<file path="src/rtl/mbsp_pkg.sv">
// Shared types and constants of the MIDI byte stream parser.
`timescale 1ns / 1ps

package mbsp_pkg;

    // Byte classes handed from the front classifier to the back executor
    localparam logic [2:0] CLS_REALTIME    = 3'd0;
    localparam logic [2:0] CLS_SYSEX_START = 3'd1;
    localparam logic [2:0] CLS_SYSEX_END   = 3'd2;
    localparam logic [2:0] CLS_SYS_COMMON  = 3'd3;
    localparam logic [2:0] CLS_CHAN_STATUS = 3'd4;
    localparam logic [2:0] CLS_DATA        = 3'd5;

    // Result kinds
    localparam logic [1:0] KIND_NONE     = 2'd0;
    localparam logic [1:0] KIND_MESSAGE  = 2'd1;
    localparam logic [1:0] KIND_REALTIME = 2'd2;

    // Status nibbles of interest
    localparam logic [3:0] NIB_NOTE_OFF  = 4'h8;
    localparam logic [3:0] NIB_NOTE_ON   = 4'h9;
    localparam logic [3:0] NIB_PROGRAM   = 4'hC;
    localparam logic [3:0] NIB_PRESSURE  = 4'hD;

    // Configuration register indexes
    localparam logic REG_SEQ_MODE = 1'b0;

    typedef struct packed {
        logic [2:0] cls;
        logic [7:0] rx;
    } cmd_t;

    typedef struct packed {
        logic       valid;
        cmd_t       cmd;
    } qhead_t;

    typedef struct packed {
        logic [1:0] kind;
        logic [7:0] status;
        logic [6:0] d1;
        logic [6:0] d2;
        logic       act;
    } res_t;

endpackage

</file>
<file path="src/rtl/mbsp_front.sv">
// Front classifier: sorts each received byte into a command class.
`timescale 1ns / 1ps

module mbsp_front (
    input  logic              in_valid,
    input  logic [7:0]        rx_byte,
    input  logic              q_full,
    output logic              in_stall,
    output logic              push,
    output mbsp_pkg::cmd_t    push_cmd
);
    import mbsp_pkg::*;

    logic [2:0] cls;

    always_comb
    begin
        unique case (rx_byte) inside
            [8'hF8:8'hFF]: cls = CLS_REALTIME;
            8'hF0:         cls = CLS_SYSEX_START;
            8'hF7:         cls = CLS_SYSEX_END;
            [8'hF1:8'hF6]: cls = CLS_SYS_COMMON;
            [8'h80:8'hEF]: cls = CLS_CHAN_STATUS;
            default:       cls = CLS_DATA;
        endcase
    end

    assign in_stall     = q_full;
    assign push         = in_valid && !q_full;
    assign push_cmd.cls = cls;
    assign push_cmd.rx  = rx_byte;

endmodule

</file>
<file path="src/rtl/mbsp_queue.sv">
// Two-entry command queue between classifier and executor.
`timescale 1ns / 1ps

module mbsp_queue (
    input  logic              clk,
    input  logic              rst_n,
    input  logic              push,
    input  mbsp_pkg::cmd_t    push_cmd,
    input  logic              pop,
    output logic              full,
    output mbsp_pkg::qhead_t  head
);
    import mbsp_pkg::*;

    cmd_t       mem_reg [2];
    logic       wr_ptr_reg, wr_ptr_next;
    logic       rd_ptr_reg, rd_ptr_next;
    logic [1:0] count_reg, count_next;

    always_comb
    begin
        wr_ptr_next = push ? ~wr_ptr_reg : wr_ptr_reg;
        rd_ptr_next = pop  ? ~rd_ptr_reg : rd_ptr_reg;
        count_next  = count_reg + {1'b0, push} - {1'b0, pop};
    end

    always_ff @(posedge clk or negedge rst_n)
    begin
        if (!rst_n)
        begin
            wr_ptr_reg <= 1'b0;
            rd_ptr_reg <= 1'b0;
            count_reg  <= 2'd0;
        end
        else
        begin
            wr_ptr_reg <= wr_ptr_next;
            rd_ptr_reg <= rd_ptr_next;
            count_reg  <= count_next;
        end
    end

    always_ff @(posedge clk)
    begin
        if (push)
        begin
            mem_reg[wr_ptr_reg] <= push_cmd;
        end
    end

    assign full       = count_reg[1];
    assign head.valid = (count_reg != 2'd0);
    assign head.cmd   = mem_reg[rd_ptr_reg];

endmodule

</file>
<file path="src/rtl/mbsp_back.sv">
// Back executor: running status, SysEx tracking and result register.
`timescale 1ns / 1ps

module mbsp_back (
    input  logic              clk,
    input  logic              rst_n,
    input  mbsp_pkg::qhead_t  head,
    input  logic              seq_mode,
    input  logic              out_stall,
    output logic              pop,
    output logic              out_valid,
    output mbsp_pkg::res_t    res
);
    import mbsp_pkg::*;

    logic [7:0] rs_reg, rs_next;
    logic [6:0] held_reg, held_next;
    logic       cnt_reg, cnt_next;
    logic       sysex_reg, sysex_next;
    logic       valid_reg, valid_next;
    res_t       res_reg, res_next;

    logic       emit;
    logic [6:0] e_d1;
    logic [6:0] e_d2;
    logic [6:0] d;
    logic [3:0] nib;

    assign pop = head.valid && (!valid_reg || !out_stall);
    assign d   = head.cmd.rx[6:0];
    assign nib = rs_reg[7:4];

    always_comb
    begin
        rs_next    = rs_reg;
        held_next  = held_reg;
        cnt_next   = cnt_reg;
        sysex_next = sysex_reg;
        res_next   = '0;
        res_next.act = 1'b1;
        emit       = 1'b0;
        e_d1       = held_reg;
        e_d2       = d;
        case (head.cmd.cls)
            CLS_REALTIME:
            begin
                res_next.kind   = KIND_REALTIME;
                res_next.status = head.cmd.rx;
                res_next.act    = 1'b0;
            end
            CLS_SYSEX_START:
            begin
                sysex_next = 1'b1;
                rs_next    = 8'h00;
                cnt_next   = 1'b0;
            end
            CLS_SYSEX_END:
            begin
                sysex_next = 1'b0;
            end
            CLS_CHAN_STATUS:
            begin
                rs_next  = head.cmd.rx;
                cnt_next = 1'b0;
            end
            CLS_DATA:
            begin
                if (!sysex_reg && rs_reg != 8'h00)
                begin
                    if (nib == NIB_PROGRAM || nib == NIB_PRESSURE)
                    begin
                        held_next = d;
                        emit      = 1'b1;
                        e_d1      = d;
                        e_d2      = 7'd0;
                    end
                    else if (!cnt_reg)
                    begin
                        held_next = d;
                        cnt_next  = 1'b1;
                    end
                    else
                    begin
                        emit = 1'b1;
                    end
                end
            end
            default:
            begin
            end
        endcase
        if (emit)
        begin
            cnt_next = 1'b0;
            // drop note messages while the sequencer owns the notes
            if (!((nib == NIB_NOTE_ON || nib == NIB_NOTE_OFF) && seq_mode))
            begin
                res_next.kind   = KIND_MESSAGE;
                res_next.status = rs_reg;
                res_next.d1     = e_d1;
                res_next.d2     = e_d2;
            end
        end
        valid_next = pop ? 1'b1 : (valid_reg && out_stall);
    end

    always_ff @(posedge clk or negedge rst_n)
    begin
        if (!rst_n)
        begin
            rs_reg    <= 8'h00;
            held_reg  <= 7'd0;
            cnt_reg   <= 1'b0;
            sysex_reg <= 1'b0;
            valid_reg <= 1'b0;
        end
        else
        begin
            valid_reg <= valid_next;
            if (pop)
            begin
                rs_reg    <= rs_next;
                held_reg  <= held_next;
                cnt_reg   <= cnt_next;
                sysex_reg <= sysex_next;
            end
        end
    end

    always_ff @(posedge clk)
    begin
        if (pop)
        begin
            res_reg <= res_next;
        end
    end

    assign out_valid = valid_reg;
    assign res       = res_reg;

endmodule

</file>
<file path="src/rtl/midi_byte_stream_parser.sv">
// Top level of the MIDI byte stream parser with running status.
`timescale 1ns / 1ps

// Channel   | Signals                                   | Direction
// ----------+-------------------------------------------+----------
// input     | in_valid, in_stall, rx_byte               | byte in
// output    | out_valid, out_stall, kind, status_out,   | result out
//           | data_first, data_second, activity         |
// config    | psel, penable, pwrite, paddr, pwdata,     | APB slave
//           | prdata, pready                            |
//
// One byte per cycle sustained while the output is not stalled. An accepted
// request is written into the queue and then popped into the result
// register, which offers its result until it is taken.
// The queue and the result register hold three requests in all. In steady
// flow the queue holds one, so an output stall fills it and the input
// stalls from the following cycle. Reset clears running status,
// held data, SysEx mode, sequencer mode and all valid state.

module midi_byte_stream_parser (
    input  logic       clk,
    input  logic       rst_n,
    // input channel
    input  logic       in_valid,
    output logic       in_stall,
    input  logic [7:0] rx_byte,
    // output channel
    output logic       out_valid,
    input  logic       out_stall,
    output logic [1:0] kind,
    output logic [7:0] status_out,
    output logic [6:0] data_first,
    output logic [6:0] data_second,
    output logic       activity,
    // configuration port
    input  logic       psel,
    input  logic       penable,
    input  logic       pwrite,
    input  logic [2:0] paddr,
    input  logic [31:0] pwdata,
    output logic [31:0] prdata,
    output logic       pready
);
    import mbsp_pkg::*;

    logic   seq_mode_reg, seq_mode_next;
    logic   cfg_wr;
    logic   q_full;
    logic   push;
    logic   pop;
    cmd_t   push_cmd;
    qhead_t head;
    res_t   res;

    // Configuration: a single register in the word at byte addresses 0 to 3;
    // writes to any other word are dropped, and only bit 0 is kept.
    assign pready = 1'b1;
    assign cfg_wr = psel && penable && pwrite && (paddr[2] == REG_SEQ_MODE);

    always_comb
    begin
        seq_mode_next = cfg_wr ? pwdata[0] : seq_mode_reg;
    end

    always_ff @(posedge clk or negedge rst_n)
    begin
        if (!rst_n)
        begin
            seq_mode_reg <= 1'b0;
        end
        else
        begin
            seq_mode_reg <= seq_mode_next;
        end
    end

    assign prdata = (paddr[2] == REG_SEQ_MODE) ? {31'd0, seq_mode_reg} : 32'd0;

    // Front: classify the incoming byte and push it into the queue.
    mbsp_front u_front (
        .in_valid (in_valid),
        .rx_byte  (rx_byte),
        .q_full   (q_full),
        .in_stall (in_stall),
        .push     (push),
        .push_cmd (push_cmd)
    );

    // Queue: decouple the classifier from the executor.
    mbsp_queue u_queue (
        .clk      (clk),
        .rst_n    (rst_n),
        .push     (push),
        .push_cmd (push_cmd),
        .pop      (pop),
        .full     (q_full),
        .head     (head)
    );

    // Back: advance the parser state and hold the result until taken.
    mbsp_back u_back (
        .clk       (clk),
        .rst_n     (rst_n),
        .head      (head),
        .seq_mode  (seq_mode_reg),
        .out_stall (out_stall),
        .pop       (pop),
        .out_valid (out_valid),
        .res       (res)
    );

    assign kind        = res.kind;
    assign status_out  = res.status;
    assign data_first  = res.d1;
    assign data_second = res.d2;
    assign activity    = res.act;

endmodule
</file>
<file path="config.mk">
export PLATFORM = sky130hd
export DESIGN_NAME = midi_byte_stream_parser
export DESIGN_NICKNAME = d
export VERILOG_FILES = /design/src/rtl/mbsp_pkg.sv /design/src/rtl/mbsp_front.sv /design/src/rtl/mbsp_queue.sv /design/src/rtl/mbsp_back.sv /design/src/rtl/midi_byte_stream_parser.sv
export SDC_FILE = /design/constraint.sdc
export NUM_CORES = 1
export LEC_CHECK = 0
export BUFFER_PORTS_ARGS = -buffer_cell sky130_fd_sc_hd__buf_2
export CORE_MARGIN = 8
export CORE_UTILIZATION = 50
export DETAILED_ROUTE_END_ITERATION = 8
export GPL_TIMING_DRIVEN = 0
export PLACE_DENSITY = 0.83
export SLEW_MARGIN = 20
export SYNTH_ARGS = -nofsm -noshare
export SYNTH_HDL_FRONTEND = slang
export SYNTH_HIERARCHICAL = 1
export SYNTH_SLANG_ARGS = --single-unit
</file>
<file path="constraint.sdc">
create_clock -name clk -period 2.9 [get_ports clk]
set_input_delay 0.58 -clock clk [delete_from_list [all_inputs] [get_ports clk]]
set_output_delay 0.58 -clock clk [all_outputs]
set_load 0.05 [all_outputs]
</file>
==> impl_metrics.yaml, run 1 <==
yosys:
  yosys-top-cells-area: "edfxtp_1 43%, dfrtp_1 18%, buf_4 9.4%"
  synthFlopType: "edfxtp_1"
  synthArstFlopShare: 0.3286
  synth_top_area_share: 0.4323
  syn_area_mm2: 0.003264
  synth_edf_count: 47
  ys_seq_area_frac: 0.6087
  synth_area_per_cell_um2: 14.51
  synth_area_leader_cell: "edfxtp_1"
  ys_types: 48
  yosys_warnings: 6
  ys_ff_latch: 70
  synthCells: 225
outcome:
  status: "finished, final reports clean"
global_route:
  antenna_found_initial: 0
  track_usage: 0.1271
  grt_overflow_total: 0
  grt_max_degree: 28
  grt_pass1_wl_mm: 9.632
  first_global_vias: 2051
drt:
  wirelength_mm: 5.767
  ant_nets: 0
  top_layer_used: "met4"
  met1_length_mm: 2.487
  dr.pass1.iters: 4
  vias: 1870
  drtIter0Drc: 88
  route.detailed.drc: 0
  wl_met2_mm: 2.834
  wl_met3_um: 321
  wire_per_inst_um: 14.71
  vias_per_cell: 4.770
cells_and_area:
  nFillCells: 513
  areaGrowthSynthToFinish_pct: 18.93
  nets: 362
  layout_common_cells: "47 x buf_2, 47 x edfxtp_1, 41 x buf_4"
  n_antenna_cell: 0
  drive_gt1_frac: 0.4349
  largest_reg_flops: 25
power:
  ir_worst_vdd_mv: 0.6515
  p_leak_uw: 0.001835
  p_sw_frac: 0.3976
  comb_power_share: 0.394
  p_seq_frac: 0.408
  power.switching_uw: 1507
  p_int_uw: 2283
  clkPwrFrac: 0.198
  powerDensity_mw_per_mm2: 976.2
clocking:
  cts_tree: "built"
  cts_buffers: 9
  clkSinkCount: 70
  ctsLongestPathBuffers: 2
  ctsHoldBuffers: 0
  cts_setup_buffers: 0
  clk_pin_slew_ns: 0.07
  insertion_delay_ns: 0.35
  htree_levels: 3
  cts_resized: 0
  root_buffer: "clkbuf_8"
placement:
  place_congestion: 0.7841
  port_buffers: 44
  dp_hpwl_mm: 4.282
timing:
  min_period_ns: 2.484
  final-setup-viol-count: 0
  hold_ws_ns: 0.1998
  relSlewSlack: 0.3087
  hold_viol_final: 0
  maxSlewViolCount: 0
  finClkSkew_ns: 0.008561
  tns_ns: 0
  worstMarginPinSlew_ns: 1.036
  fin_crit_sh: 0.8565
  rsz0062_at_grt: "no"
  fmax_ghz: 0.4026
setup_path:
  path_class: "reg2reg"
  endpoint_kind: "flop"
  crit_required_ns: 3.12
  cp-start-kind: "flop"
  path_max_fanout: 27
  arrival_ns: 2.71
floorplanning:
  num_rows: 29
  ios: 110
  chipHeight_um: 96.80
  floorplan.initialDensity: 0.5141
  chipWidth_um: 96.80
  dieArea_mm2: 0.009370
  core_mm2: 0.006350
flow_run:
  maxCapViolCount: 0
hold_path:
  hold_class: "in2async"
kinds of logic after synthesis:
group | synth area share
adders and majority gates | 0.007665
DFF | 0.6087
AOI/OAI and AO/OA | 0.06784
other | 0.002301
and+or+nand+nor | 0.08510
xor gates and xnor gates | 0.01533
buffers and inverters | 0.1158
muxes | 0.09736
worst max-delay path, cell delays in order, from the launching register on:
cell and delay, ns:
dfrtp_1 0.41, or2_2 0.31, a21bo_2 0.27, inv_1 0.46, ha_1 0.51, inv_1 0.04, ha_1 0.17, xor3_1 0.17
cell type report:
class	count	area, µm²	share of cell area
multi-input cells	132	1012	0.2607
inverters	6	25.02	0.006445
clock buffers	9	123.9	0.03190
well taps	77	96.34	0.02481
clock inverters	7	65.06	0.01676
repair buffers	44	220.2	0.05672
plain buffers	47	352.8	0.09088
flip-flops and latches	70	1987	0.5118
synthesized netlist by cell type, types with 2 or more instances:
cell type and n:
ha_1 2, nand2_1 3, mux2i_1 7, o31ai_1 2
a22o_1 15, and2b_2 2, dfrtp_1 23, buf_4 41
nand3_1 2, xor2_1 2, inv_1 5, a21oi_1 3
mux2_4 9, buf_2 3, and3_1 7, nor3_1 2
mux2_2 9, nor2_1 9, nor2b_1 2, edfxtp_1 47
nor4_1 2, conb_1 2
worst paths after layout:
kind	depth (start not counted)	slack [ns]	to	startpoint
setup / recovery	7	0.42	u_queue/count_reg[1]	u_queue/count_reg[1]
setup reg to reg	7	0.42	u_queue/count_reg[1]	u_queue/count_reg[1]
max in group asynchronous	1	2.34	u_back/held_reg[2]	rst_n
hold / removal	1	0.20	seq_mode_reg	rst_n
hold reg to reg	1	0.49	u_queue/wr_ptr_reg	u_queue/wr_ptr_reg
min in group clk	2	0.44	u_back/out_valid	out_stall
metal layers:
layer | track usage | vias up
li1 | - | 918
met4 | 0.07574 | 0
met2 | 0.2146 | 54
met5 | 0 | -
met3 | 0.04908 | 11
met1 | 0.1309 | 887
power by group through the flow:
| stage | logic (µW) | registers, µW | clock network [µW] |
|---|---|---|---|
| after global routing | 1590 | 1580 | 803 |
| final | 1490 | 1550 | 749 |
| after floorplan | 783 | 1980 | 0 |
| after global placement | 1460 | 1550 | 0 |
| after detailed placement | 1510 | 1570 | 0 |
| after CTS | 1510 | 1550 | 771 |
stage by stage:
stage | power [µW] | std cells | utilization | area (µm²) | worst slack [ns]
after floorplan | 2759 | 255 | - | 3377 | 0.6019
after global placement | 3011 | 376 | 0.5817 | 3694 | 0.3790
after detailed placement | 3074 | 376 | 0.5817 | 3694 | 0.2596
after CTS | 3830 | 392 | 0.6114 | 3882 | 0.3807
after global routing | 3975 | 392 | 0.6114 | 3882 | 0.2526
final | 3790 | 392 | 0.6114 | 3882 | 0.4161
No activity file was read; power rests on OpenSTA's default activity.
==> run 2: changes to the inputs <==
==> constraint.sdc (replaced) <==
create_clock -name clk -period 2.9 [get_ports clk]
set_input_delay 0.29 -clock clk [delete_from_list [all_inputs] [get_ports clk]]
set_output_delay 0.29 -clock clk [all_outputs]
set_load 0.05 [all_outputs]
==> impl_metrics.yaml, run 2 (synthesis gave the netlist of run 1 again) <==
global_route:
  grt_overflow_total: 0
  grt_max_degree: 28
  grt_pass1_wl_mm: 9.653
  antenna_found_initial: 0
  track_usage: 0.1273
  first_global_vias: 2057
power:
  ir_worst_vdd_mv: 0.6515
  p_leak_uw: 0.001839
  powerDensity_mw_per_mm2: 972.8
clocking:
  cts_buffers: 9
  root_buffer: "clkbuf_8"
  ctsLongestPathBuffers: 2
  insertion_delay_ns: 0.34
  clk_pin_slew_ns: 0.08
  cts_tree: "built"
  htree_levels: 3
  clkSinkCount: 70
  cts_resized: 0
placement:
  place_congestion: 0.7841
  port_buffers: 44
  dp_hpwl_mm: 4.282
setup_path:
  arrival_ns: 2.70
  cp_num_buf_inv: 2
  regToRegEndpoint: "u_queue/count_reg[1]"
  cp_slowest_cell: "ha_1"
  cp_num_cells: 7
  path_cells: "or2_2, a21bo_2, inv_1, ha_1, inv_1, ha_1, xor3_1"
  path_class: "reg2reg"
  r2r_slack_ns: 0.42
  path_max_fanout: 27
  worstReg2RegStart: "u_queue/count_reg[1]"
  endpoint_kind: "flop"
  critPathMaxStageDelay_ns: 0.51
  rr_worst_depth: 7
  crit_required_ns: 3.12
  cp-start-kind: "flop"
  crit_family: "adder cells"
timing:
  min_period_ns: 2.478
  final-setup-viol-count: 0
  hold_ws_ns: 0.1557
  fmax_ghz: 0.4036
  relSlewSlack: 0.3153
  tns_ns: 0
  fin_crit_sh: 0.8544
  rsz0062_at_grt: "no"
  hold_viol_final: 0
  maxSlewViolCount: 0
  finClkSkew_ns: 0.009236
  worstMarginPinSlew_ns: 1.026
cells_and_area:
  nets: 363
  largest_reg_flops: 25
  areaGrowthSynthToFinish_pct: 19.24
  drive_gt1_frac: 0.4335
  layout_common_cells: "47 x buf_2, 47 x edfxtp_1, 41 x buf_4"
  n_antenna_cell: 0
floorplanning:
  chipHeight_um: 96.80
  floorplan.initialDensity: 0.5141
  ios: 110
  chipWidth_um: 96.80
  dieArea_mm2: 0.009370
  core_mm2: 0.006350
  num_rows: 29
hold_path:
  hold_class: "in2reg"
  hold_start: "out_stall"
  whs_path_depth: 2
  worst_hold_path.endpoint: "u_back/out_valid"
flow_run:
  maxCapViolCount: 0
drt:
  dr.pass1.iters: 4
  ant_nets: 0
  vias_per_cell: 4.774
  wirelength_mm: 5.773
  route.detailed.drc: 0
  wire_per_inst_um: 14.69
  vias: 1876
  drtIter0Drc: 91
outcome:
  status: "finished, final reports clean"
## run 2: changes by cell type in the layout (fill, tap and decap cells not counted)
cell           delta
dlygate4sd3_1     +1
## run 2: report_power, final
part           internal, µW  switching (µW)
clock network           390             355
logic                   482            1010
registers              1410             135
total                  2280            1500
## run 2: cell type report
cell class | count | area, µm²
well taps | 77 | 96.34
clock buffers | 9 | 123.9
inverters | 6 | 25.02
fillers | 512 | 2457
repair buffers | 45 | 230.2
plain buffers | 47 | 352.8
clock inverters | 7 | 65.06
flip-flops and latches | 70 | 1987
multi-input cells | 132 | 1012
## run 2: worst max-delay path by stage
stage / slack [ns] / end / start
floorplan: 0.60 / u_queue/count_reg[1] / u_back/out_valid
global placement: 0.50 / u_queue/count_reg[1] / u_queue/count_reg[1]
detailed placement: 0.39 / u_queue/count_reg[1] / u_queue/count_reg[1]
CTS: 0.38 / u_queue/count_reg[1] / u_queue/count_reg[1]
global route: 0.25 / u_queue/count_reg[1] / u_queue/count_reg[1]
finish: 0.42 / u_queue/count_reg[1] / u_queue/count_reg[1]
## run 2: layer usage
metal | GRT usage | wire [µm] | part of all wire
met2 | 0.2146 | 2835 | 0.49
met5 | 0 | 0 | 0
met3 | 0.04908 | 351 | 0.061
met4 | 0.07574 | 127 | 0.022
met1 | 0.1313 | 2458 | 0.43
## run 2: through the flow
stage               utilization  power (µW)  instance area, µm²  setup slack, ns  std cells
finish                   0.6130        3787                3892           0.4224        393
global route             0.6130        3977                3892           0.2526        393
CTS                      0.6130        3831                3892           0.3807        393
detailed placement       0.5817        3074                3694           0.3924        376
global placement         0.5817        3011                3694           0.5037        376
floorplan                     -        2759                3377           0.6019        255
## run 2: repair_timing
action,4_1_cts,5_1_grt
endpoints found under the setup margin,0,0
hold endpoints to repair,23,0
hold buffers,1,0
buffers inserted,0,0
## run 2: worst register-to-register path, cell delays in order (launching register included)
cell	delay (ns)
dfrtp_1	0.41
or2_2	0.31
a21bo_2	0.28
inv_1	0.46
ha_1	0.51
inv_1	0.04
ha_1	0.17
xor3_1	0.17
